File: src/hw/rtl/sete_pkg.sv
// ----------------------------------------------------------------------------
// Sprite entry tile expander package
// Field widths, register indexes and the decoded entry record shared by the
// channel interfaces and the expander.
// ----------------------------------------------------------------------------
package sete_pkg;

	// Entry word and command field widths.
	localparam int WORD_W   = 16;
	localparam int CODE_W   = 11;
	localparam int SX_W     = 10;
	localparam int SY_W     = 9;
	localparam int COLOR_W  = 11;
	localparam int PAL_W    = 10;
	localparam int POS_W    = 9;
	localparam int STACK_W  = 3;

	// Configuration port.
	localparam int CFG_IDX_W  = 2;
	localparam int CFG_DATA_W = PAL_W;

	localparam logic [CFG_IDX_W-1:0] REG_PRIORITY_PASS = 2'd0;
	localparam logic [CFG_IDX_W-1:0] REG_PALETTE_BASE  = 2'd1;

	localparam logic [PAL_W-1:0] PALETTE_BASE_RST = 10'd512;

	// Horizontal decode: codes from the wrap point up map to negative x, and
	// those below the left clip limit are off screen.
	localparam logic [POS_W-1:0] X_WRAP   = 9'd320;
	localparam logic [POS_W-1:0] X_CLIP   = 9'd496;
	localparam logic [POS_W-1:0] Y_OFFSET = 9'd16;

	// Bit positions inside the entry words.
	localparam int BIT_FLICKER  = 12;
	localparam int BIT_FLIP_X   = 13;
	localparam int BIT_FLIP_Y   = 14;
	localparam int BIT_PRIORITY = 13;
	localparam int HEIGHT_LO    = 9;
	localparam int COLOR_LO     = 9;

	// One kept entry, decoded and waiting to be expanded.
	typedef struct packed {
		logic [CODE_W-1:0]  base;
		logic [STACK_W-1:0] span;
		logic [SX_W-1:0]    sx;
		logic [SY_W-1:0]    sy;
		logic               flip_x;
		logic               flip_y;
		logic [COLOR_W-1:0] color;
	} entry_t;

endpackage

File: src/hw/rtl/sete_entry_if.sv
// ----------------------------------------------------------------------------
// Sprite entry channel
// One beat carries a three-word sprite list entry and the frame parity.
// ----------------------------------------------------------------------------
interface sete_entry_if;
	import sete_pkg::*;

	logic              valid;
	logic              ready;
	logic [WORD_W-1:0] word_position_y;
	logic [WORD_W-1:0] word_tile;
	logic [WORD_W-1:0] word_position_x;
	logic              odd_frame;

	modport source (
		output valid, word_position_y, word_tile, word_position_x, odd_frame,
		input  ready
	);

	modport sink (
		input  valid, word_position_y, word_tile, word_position_x, odd_frame,
		output ready
	);

endinterface

File: src/hw/rtl/sete_cmd_if.sv
// ----------------------------------------------------------------------------
// Tile command channel
// One beat carries one 16x16 tile draw command.
// ----------------------------------------------------------------------------
interface sete_cmd_if;
	import sete_pkg::*;

	logic                     valid;
	logic                     ready;
	logic [CODE_W-1:0]        tile_code;
	logic signed [SX_W-1:0]   screen_x;
	logic signed [SY_W-1:0]   screen_y;
	logic                     mirror_x;
	logic                     mirror_y;
	logic [COLOR_W-1:0]       color_index;
	logic                     last_tile;

	modport source (
		output valid, tile_code, screen_x, screen_y, mirror_x, mirror_y,
		       color_index, last_tile,
		input  ready
	);

	modport sink (
		input  valid, tile_code, screen_x, screen_y, mirror_x, mirror_y,
		       color_index, last_tile,
		output ready
	);

endinterface

File: src/hw/rtl/sprite_entry_tile_expander.sv
// ----------------------------------------------------------------------------
// Sprite entry tile expander
// Decodes sprite list entries and expands each kept one into a column of
// tile draw commands.
// ----------------------------------------------------------------------------
// An entry beat is decoded as it is taken: it is dropped at once when its
// priority bit differs from the configured pass, when it is a flicker sprite
// on an odd frame, or when its wrapped x lies off screen. A kept entry lands
// in the stage register and a down counter then issues its 1, 2, 4 or 8 tile
// commands, top tile first, one per cycle into the output register while the
// output is not stalled. The stage takes the next entry in the cycle its last
// tile moves on, so a kept entry holds off further entries until all of its
// tiles have moved on, while a dropped entry never enters the stage.
// Configuration writes take effect on the next entry taken.
// ----------------------------------------------------------------------------
module sprite_entry_tile_expander (
	input  logic                          clk,
	input  logic                          arst_n,
	sete_entry_if.sink                    entry,
	sete_cmd_if.source                    cmd,
	input  logic                          cfg_wr_en,
	input  logic [sete_pkg::CFG_IDX_W-1:0]  cfg_index,
	input  logic [sete_pkg::CFG_DATA_W-1:0] cfg_wdata
);
	import sete_pkg::*;

	logic               priority_pass_q;
	logic [PAL_W-1:0]   palette_base_q;

	logic               valid_s1;
	entry_t             entry_s1;
	logic [STACK_W-1:0] k_q;

	logic               out_valid_q;

	logic [POS_W-1:0]   x9;
	logic               x_wrap;
	logic               keep;
	entry_t             decoded;
	logic               out_free;
	logic               emit;
	logic               last_emit;
	logic               load;
	logic [CODE_W-1:0]  k_ext;
	logic [CODE_W-1:0]  code_next;
	logic [SY_W-1:0]    sy_next;

	// Configuration registers.
	always_ff @(posedge clk or negedge arst_n) begin
		if (!arst_n) begin
			priority_pass_q <= 1'b0;
			palette_base_q  <= PALETTE_BASE_RST;
		end else if (cfg_wr_en) begin
			case (cfg_index)
				REG_PRIORITY_PASS: priority_pass_q <= cfg_wdata[0];
				REG_PALETTE_BASE:  palette_base_q  <= cfg_wdata;
				default: ;
			endcase
		end
	end

	// Entry decode and drop decision.
	always_comb begin
		x9     = entry.word_position_x[POS_W-1:0];
		x_wrap = (x9 >= X_WRAP);
		keep   = (entry.word_position_x[BIT_PRIORITY] == priority_pass_q)
		      && !(entry.word_position_y[BIT_FLICKER] && entry.odd_frame)
		      && !(x_wrap && (x9 < X_CLIP));

		decoded.span   = STACK_W'((4'd1 << entry.word_position_y[HEIGHT_LO +: 2]) - 4'd1);
		decoded.base   = entry.word_tile[CODE_W-1:0] & ~{{(CODE_W-STACK_W){1'b0}}, decoded.span};
		decoded.sx     = {x_wrap, x9};
		decoded.sy     = entry.word_position_y[POS_W-1:0] - Y_OFFSET;
		decoded.flip_x = entry.word_position_y[BIT_FLIP_X];
		decoded.flip_y = entry.word_position_y[BIT_FLIP_Y];
		decoded.color  = {1'b0, palette_base_q}
		               + {3'b000, entry.word_position_x[COLOR_LO +: 4], 4'b0000};
	end

	// Handshake: the stage frees up when its last tile moves to the output.
	assign out_free    = !out_valid_q || cmd.ready;
	assign emit        = valid_s1 && out_free;
	assign last_emit   = emit && (k_q == '0);
	assign entry.ready = !valid_s1 || last_emit;
	assign load        = entry.valid && entry.ready && keep;

	// Stage register and tile counter.
	always_ff @(posedge clk or negedge arst_n) begin
		if (!arst_n) begin
			valid_s1 <= 1'b0;
			k_q      <= '0;
		end else if (load) begin
			valid_s1 <= 1'b1;
			k_q      <= decoded.span;
		end else if (last_emit) begin
			valid_s1 <= 1'b0;
		end else if (emit) begin
			k_q <= k_q - 1'b1;
		end
	end

	always_ff @(posedge clk) begin
		if (load) begin
			entry_s1 <= decoded;
		end
	end

	// Per-tile code and vertical position.
	always_comb begin
		k_ext   = {{(CODE_W-STACK_W){1'b0}}, k_q};
		sy_next = entry_s1.sy - {2'b00, k_q, 4'b0000};
		if (entry_s1.flip_y) begin
			code_next = entry_s1.base - k_ext;
		end else begin
			code_next = entry_s1.base + {{(CODE_W-STACK_W){1'b0}}, entry_s1.span} + k_ext;
		end
	end

	// Output register.
	always_ff @(posedge clk or negedge arst_n) begin
		if (!arst_n) begin
			out_valid_q <= 1'b0;
		end else if (out_free) begin
			out_valid_q <= valid_s1;
		end
	end

	always_ff @(posedge clk) begin
		if (emit) begin
			cmd.tile_code   <= code_next;
			cmd.screen_x    <= $signed(entry_s1.sx);
			cmd.screen_y    <= $signed(sy_next);
			cmd.mirror_x    <= entry_s1.flip_x;
			cmd.mirror_y    <= entry_s1.flip_y;
			cmd.color_index <= entry_s1.color;
			cmd.last_tile   <= (k_q == '0);
		end
	end

	assign cmd.valid = out_valid_q;

	// The counter never runs above the span of the entry it expands.
	a_k_in_span: assert property (@(posedge clk) disable iff (!arst_n)
		valid_s1 |-> (k_q <= entry_s1.span))
		else $error("tile counter above entry span");

	// A tile that is not the last one keeps the stage busy with one fewer left.
	a_count_down: assert property (@(posedge clk) disable iff (!arst_n)
		(emit && (k_q != '0)) |=> (valid_s1 && (k_q == $past(k_q) - 1'b1)))
		else $error("tile counter did not step down");

	// Each issued tile shows up on the output with the matching last mark.
	a_last_mark: assert property (@(posedge clk) disable iff (!arst_n)
		emit |=> (cmd.valid && (cmd.last_tile == ($past(k_q) == '0))))
		else $error("last tile mark does not follow the counter");

	// A new entry is taken only once the previous one has issued its last tile.
	a_no_overrun: assert property (@(posedge clk) disable iff (!arst_n)
		(valid_s1 && !last_emit) |-> !load)
		else $error("entry loaded over a busy stage");

endmodule

File: src/flat_wrapper.sv
// flat-port wrapper written by rule: the top's interface ports become plain ports
module sprite_entry_tile_expander_flat import sete_pkg::*;
  (clk, arst_n, cfg_wr_en, cfg_index, cfg_wdata, entry_valid, entry_word_position_y, entry_word_tile, entry_word_position_x, entry_odd_frame, entry_ready, cmd_valid, cmd_tile_code, cmd_screen_x, cmd_screen_y, cmd_mirror_x, cmd_mirror_y, cmd_color_index, cmd_last_tile, cmd_ready);
  sete_entry_if entry_i ();
  sete_cmd_if cmd_i ();
  input  logic clk;
  input  logic arst_n;
  input  logic cfg_wr_en;
  input  logic [sete_pkg::CFG_IDX_W-1:0] cfg_index;
  input  logic [sete_pkg::CFG_DATA_W-1:0] cfg_wdata;
  input wire logic [$bits(entry_i.valid)-1:0] entry_valid;
  input wire logic [$bits(entry_i.word_position_y)-1:0] entry_word_position_y;
  input wire logic [$bits(entry_i.word_tile)-1:0] entry_word_tile;
  input wire logic [$bits(entry_i.word_position_x)-1:0] entry_word_position_x;
  input wire logic [$bits(entry_i.odd_frame)-1:0] entry_odd_frame;
  output wire logic [$bits(entry_i.ready)-1:0] entry_ready;
  output wire logic [$bits(cmd_i.valid)-1:0] cmd_valid;
  output wire logic [$bits(cmd_i.tile_code)-1:0] cmd_tile_code;
  output wire logic [$bits(cmd_i.screen_x)-1:0] cmd_screen_x;
  output wire logic [$bits(cmd_i.screen_y)-1:0] cmd_screen_y;
  output wire logic [$bits(cmd_i.mirror_x)-1:0] cmd_mirror_x;
  output wire logic [$bits(cmd_i.mirror_y)-1:0] cmd_mirror_y;
  output wire logic [$bits(cmd_i.color_index)-1:0] cmd_color_index;
  output wire logic [$bits(cmd_i.last_tile)-1:0] cmd_last_tile;
  input wire logic [$bits(cmd_i.ready)-1:0] cmd_ready;
  assign entry_i.valid = entry_valid;
  assign entry_i.word_position_y = entry_word_position_y;
  assign entry_i.word_tile = entry_word_tile;
  assign entry_i.word_position_x = entry_word_position_x;
  assign entry_i.odd_frame = entry_odd_frame;
  assign entry_ready = entry_i.ready;
  assign cmd_valid = cmd_i.valid;
  assign cmd_tile_code = cmd_i.tile_code;
  assign cmd_screen_x = cmd_i.screen_x;
  assign cmd_screen_y = cmd_i.screen_y;
  assign cmd_mirror_x = cmd_i.mirror_x;
  assign cmd_mirror_y = cmd_i.mirror_y;
  assign cmd_color_index = cmd_i.color_index;
  assign cmd_last_tile = cmd_i.last_tile;
  assign cmd_i.ready = cmd_ready;
  sprite_entry_tile_expander u_core (.clk(clk), .arst_n(arst_n), .entry(entry_i), .cmd(cmd_i), .cfg_wr_en(cfg_wr_en), .cfg_index(cfg_index), .cfg_wdata(cfg_wdata));
endmodule
File: config.mk
export PLATFORM = sky130hd
export DESIGN_NAME = sprite_entry_tile_expander_flat
export DESIGN_NICKNAME = d
export VERILOG_FILES = /design/src/hw/rtl/sete_pkg.sv /design/src/hw/rtl/sete_entry_if.sv /design/src/hw/rtl/sete_cmd_if.sv /design/src/hw/rtl/sprite_entry_tile_expander.sv /design/src/flat_wrapper.sv
export SDC_FILE = /design/constraint.sdc
export NUM_CORES = 1
export LEC_CHECK = 0
export ABC_CLOCK_PERIOD_IN_PS = 3290
export BUFFER_PORTS_ARGS = -buffer_cell sky130_fd_sc_hd__buf_2
export CAP_MARGIN = 15
export CELL_PAD_IN_SITES_DETAIL_PLACEMENT = 1
export CELL_PAD_IN_SITES_GLOBAL_PLACEMENT = 1
export CORE_MARGIN = 2
export CORE_UTILIZATION = 43
export CTS_CLUSTER_SIZE = 30
export DETAILED_ROUTE_END_ITERATION = 7
export GPL_TIMING_DRIVEN = 0
export PLACE_DENSITY = 0.91
export SLEW_MARGIN = 20
export SYNTH_ARGS = -nofsm -noshare
export SYNTH_HDL_FRONTEND = slang
export SYNTH_SLANG_ARGS = --single-unit
File: constraint.sdc
create_clock -name clk -period 3.29 [get_ports clk]
set_clock_uncertainty 0.15 [all_clocks]
set_input_delay 0.4935 -clock clk [delete_from_list [all_inputs] [get_ports clk]]
set_output_delay 0.4935 -clock clk [all_outputs]
set_load 0.05 [all_outputs]
# Word-level counts from Yosys, hierarchy flattened
# Index checks and enable logic that the tools add are counted.
dict set report totals {
  mem_bits_ro 0
  wordCells 62
  latchBits 0
  regBits 106
  ram_bits 0
  memories 0
  in_bits 66
}
dict set report op_classes {
  n_mux 6
  div 0
  mul 0
  n_reduce_logical 21
  bitwise_logic 2
  n_eq_ne 3
  order_cmp 2
  add_sub_neg 8
  n_shift 1
}
# cell n
set op_table {}
lappend op_table {{11-bit by 3-bit adder with 11-bit output} 2}
lappend op_table {{10-bit by 8-bit adder with 11-bit output} 1}
lappend op_table {{11-bit bitwise AND} 1}
lappend op_table {{11-bit two-way mux} 1}
lappend op_table {{3-bit inverter with 11-bit output} 1}
lappend op_table {{11-bit by 3-bit subtractor with 11-bit output} 1}
lappend op_table {{9-bit >= comparator (second input constant)} 1}
lappend op_table {{9-bit less-than comparator (second input constant)} 1}
lappend op_table {{3-bit two-way mux} 3}
lappend op_table {{9-bit by 5-bit subtractor with 9-bit output (second input constant)} 1}
lappend op_table {{9-bit by 7-bit subtractor with 9-bit output} 1}
lappend op_table {{1-bit logical AND} 8}
lappend op_table {{2-bit AND reduction} 3}
lappend op_table {{3-bit by 1-bit subtractor with 3-bit output (second input constant)} 2}
lappend op_table {{1-bit zero test} 4}
lappend op_table {{2-bit nonzero test} 2}
lappend op_table {{3-bit zero test} 1}
lappend op_table {{1-bit by 2-bit << shifter with 3-bit output (first input constant)} 1}
lappend op_table {{2-bit by 1-bit == test with 1-bit output (second input constant)} 1}
lappend op_table {{2-bit zero test} 1}
lappend op_table {{1-bit logical OR} 2}
lappend op_table {{1-bit two-way mux} 2}
lappend op_table {{2-bit != test (second input constant)} 1}
lappend op_table {{1-bit == test} 1}

# Longest topological paths before layout
dict set report depth {
  word_depth 9
  mapped_depth 9
  depth_no_buf 9
}

# Worst setup path after synthesis
# Ideal clock, no wire load.
dict set report synth_path {
  path_kind {reg-to-reg}
  start {register u_core.k_q[1]}
  end {register u_core.entry_s1[0] in the netlist's numbering (enable)}
  synth_period_minus_slack_ns 2.856
  stages_incl_launch_ff 8
  arrival_time_ns 2.306
  n_path_buf 0
  setup_time_ns 0.400
  path_slack_ns 0.434
  path_cell_list {dfrtp_1 -> inv_1 -> ha_1 -> nor2b_1 -> a21boi_1 -> inv_2 -> nand2b_4 -> inv_1}
}
dict set report synth_between {
  elab_chain_len 5
}
# item line_no
set synth_lines {}
lappend synth_lines {{start: declaration} sprite_entry_tile_expander.sv:32} ;# logic [STACK_W-1:0] k_q;
lappend synth_lines {{start signal: assignment} sprite_entry_tile_expander.sv:94} ;# k_q <= decoded.span;
lappend synth_lines {{start signal: assignment} sprite_entry_tile_expander.sv:98} ;# k_q <= k_q - 1'b1;
lappend synth_lines {{3-bit zero test} sprite_entry_tile_expander.sv:83} ;# assign last_emit = emit && (k_q == '0);
lappend synth_lines {{1-bit logical AND} sprite_entry_tile_expander.sv:83}
lappend synth_lines {{1-bit logical OR} sprite_entry_tile_expander.sv:84} ;# assign entry.ready = !valid_s1 || last_emit;
lappend synth_lines {{via entry_ready} flat_wrapper.sv:16} ;# output wire logic [$bits(entry_i.ready)-1:0] entry_ready;
lappend synth_lines {{1-bit logical AND (2 in series)} sprite_entry_tile_expander.sv:85} ;# assign load = entry.valid && entry.ready && keep;
lappend synth_lines {{via u_core.load} sprite_entry_tile_expander.sv:43} ;# logic load;
lappend synth_lines {{end signal: assignment} sprite_entry_tile_expander.sv:104} ;# entry_s1 <= decoded;
lappend synth_lines {{end: declaration} sprite_entry_tile_expander.sv:31} ;# entry_t entry_s1;
# The timed path passes the listed nets, and every way through them passes these cells.
# A chain may end at the register's enable or synchronous reset.

# Worst setup path after layout
dict set report layout_path {
  start {register u_core.k_q[1]}
  end {output port entry_ready}
}
dict set report layout_between {
  elab_chain_len 3
}
# item line_no
set layout_lines {}
lappend layout_lines {{3-bit zero test} sprite_entry_tile_expander.sv:83}
lappend layout_lines {{1-bit logical AND} sprite_entry_tile_expander.sv:83}
lappend layout_lines {{1-bit logical OR} sprite_entry_tile_expander.sv:84}
lappend layout_lines {{end: declaration} flat_wrapper.sv:16}
# No other way between the ends.

==> impl_metrics.tcl <==
set metrics [dict create \
    holdPathEnd "u_core.entry_s1[24]" \
    crit_buf_inv 3 \
    r2r-end "u_core.cmd.tile_code[7]" \
    p_int_w 0.00262 \
    power_frac_comb 0.387 \
    vias_per_cell 4.97 \
    p_leak_nw 2.20 \
    netSwitchingFraction 0.407 \
    die_w_um 106 \
    detail_route.iter0.violations 71 \
    routabilityCongestion 0.802 \
    maxCapViolations 0 \
    slowest_stage "dfrtp_1" \
    crit_required_ps 2650 \
    core_area_um2 10200 \
    startpoint "u_core.k_q[1]" \
    tightest_slew_ps 484 \
    routed_wl_um 8740 \
    clkPwrFrac 0.169 \
    syn_inst 281 \
    pin_count 112 \
    drtAntennaViolNets 0 \
    finalSetupViolCount 0 \
    crit_path_max_fanout 5 \
    max_slew_margin 0.673 \
    drc 0 \
    slowest_delay_ps 510 \
    area_delta_synth_final_pct 20.9 \
    hpwl_um 6750 \
    worst-path-stages 6 \
    first_pass_iters 4 \
    synth_top_area_cell "edfxtp_1" \
    ys_seq_elements 106 \
    worstHoldStart "entry_word_position_x[2]" \
    wl_per_cell_um 16.2 \
    syn_area_um2 4440 \
    p_seq_frac 0.444 \
    fin_nets 486 \
    crit_family "buffers and inverters" \
    r2r_slack_ps 510 \
    clk_pin_slew_worst_paths_ps 100 \
    dieHeight_um 106 \
    powerDensity_nw_per_um2 823 \
    pre_cts_ws_ps 488 \
    rsz0062_at_grt "false" \
    antenna_found_initial 0 \
    rr_startpoint "u_core.k_q[1]" \
    syn_area_per_cell_um2 15.8 \
    fin_crit_ps 2800 \
    path_class "register to output port" \
    p_sw_w 0.00180 \
    num_antenna_cells 0 \
    ys_types 44 \
    drive_gt1_frac 0.353 \
    synth_top_area_share 0.609 \
    cts_setup_buffers 0 \
    hold_viol 0 \
    fmax_mhz 358 \
    synth_edf_count 90 \
    ir_worst_vdd_mv 0.275 \
    worstHoldPathCells 1 \
    synth_nets 370 \
    numCtsBuffers 9 \
    worstPathCellList "inv_1 > ha_1 > nor2b_1 > a21boi_1 > inv_2 > buf_2" \
    clk_path_buf_depth 2 \
    grt_usage 0.170 \
    slew_violations 0 \
    grt_pass1_vias 3025 \
    initial_core_util 0.436 \
    async_reset_ff_frac 0.151 \
    clk_latency_ps 370 \
    fin_area_um2 5360 \
    placed_cell_area_um2 5170 \
    outcome "complete, no violations" \
    cts.sinks 106 \
    portBuffers 102 \
    crit_arrival_ps 2150 \
    end_kind "output port" \
    synthTopCellsByArea "edfxtp_1 61%, dfrtp_1 8.5%, ha_1 4.5%, fa_1 3.2%, mux2_2 3.0%" \
    ff2ff_path_depth 7 \
    synthFlopType "edfxtp_1" \
    post-route-period-util 0.850 \
    ys_seq_area_frac 0.700 \
    cts_root_buf "clkbuf_8" \
    synth.top_cells.by_count "90 x edfxtp_1, 25 x inv_1, 16 x ha_1, 15 x dfrtp_1" \
    startpoint_type "register" \
    synth.most_common_cell "edfxtp_1" \
    dieArea_um2 11100 \
    grt_pass1_wl_um 14400 \
    hp-class "input pin to register" \
    gr-total-overflow 0 \
    htreeDepth 3 \
    vias 2672 \
    holdWs_ps 145 \
    grt_max_degree 28 \
    ys_warn_count 0 \
    instances_no_fill 538 \
    rows 37 \
    worst_slack_ps 494 \
    cts_tree "built" \
    place_inst 521 \
    finalSetupTns_ps 0 \
]
[how the worst max path moves through the flow]
stage,slack (ps),to
2_1_floorplan,430,u_core.entry_s1[0]
3_3_place_gp,8,u_core.entry_s1[4]
3_5_place_dp,490,u_core.cmd.tile_code[7]
4_1_cts,450,entry_ready
5_1_grt,300,entry_ready
6_report,490,entry_ready
[cell usage in the layout, fill, tap and decap left out, drive strengths merged, types with 3 or more instances in the layout]
master	n
buf	106
edfxtp	90
nand2b	8
a21oi	10
clkbuf	10
inv	30
xor2	9
nor2b	6
mux2	12
xnor2	12
fa	7
o21ai	5
nor2	10
nor3	6
clkinv	3
nand4	3
mux2i	3
nand2	7
ha	16
nor3b	3
dfrtp	15
[metal layers]
layer,track usage,vias up,share of wire
met4,0.0714,0,0.018
met5,0,-,0
met1,0.167,1338,0.35
li1,-,1251,-
met2,0.326,69,0.57
met3,0.0538,14,0.056
[repair_timing]
action	CTS	global route
hold endpoints to repair	15	0
gates resized for setup	0	0
hold buffers	1	0
[power groups by stage]
stage / clock network [W] / registers, W / logic, W
floorplan: 0 / 0.00261 / 0.000632
global placement: 0 / 0.00199 / 0.00161
detailed placement: 0 / 0.00200 / 0.00173
CTS: 0.000773 / 0.00197 / 0.00174
global route: 0.000819 / 0.00199 / 0.00185
finish: 0.000746 / 0.00196 / 0.00171
[flip-flops by register name, summed over array words and instances (netlist names), 3 cells and up]
register,count
u_core.cmd.color_index,11
u_core.cmd.screen_x,10
u_core.palette_base_q,10
u_core.entry_s1,46
u_core.cmd.tile_code,11
u_core.cmd.screen_y,9
u_core.k_q,3
[cells by family (layout without fill, tap and decap cells)]
family | count (synthesis) | count (layout) | share of synthesized area
adders and majority gates | 23 | 23 | 0.0767
muxes | 15 | 15 | 0.0372
AOI/OAI and AO/OA | 30 | 30 | 0.0457
buffers and inverters | 29 | 150 | 0.0251
DFF | 106 | 106 | 0.700
xor gates and xnor gates | 21 | 21 | 0.0415
and+or+nand+nor | 57 | 57 | 0.0739
[through the flow]
| stage | util | total power [W] |
|---|---|---|
| 2_1_floorplan | - | 0.00324 |
| 3_3_place_gp | 0.502 | 0.00360 |
| 5_1_grt | 0.527 | 0.00467 |
| 6_report | 0.527 | 0.00442 |
| 3_5_place_dp | 0.508 | 0.00372 |
| 4_1_cts | 0.527 | 0.00448 |
[cell type report]
cell class                      count  area [µm²]
Multi-Input combinational cell    146        1220
Buffer                              3        13.8
Fill cell                        1063        4820
Sequential cell                   106        3100
Clock buffer                        9         124
Tap cell                          136         170
Inverter                           26        97.6
Clock inverter                      7        57.6
Timing Repair Buffer              105         576
(Power assumes the default switching activity.)
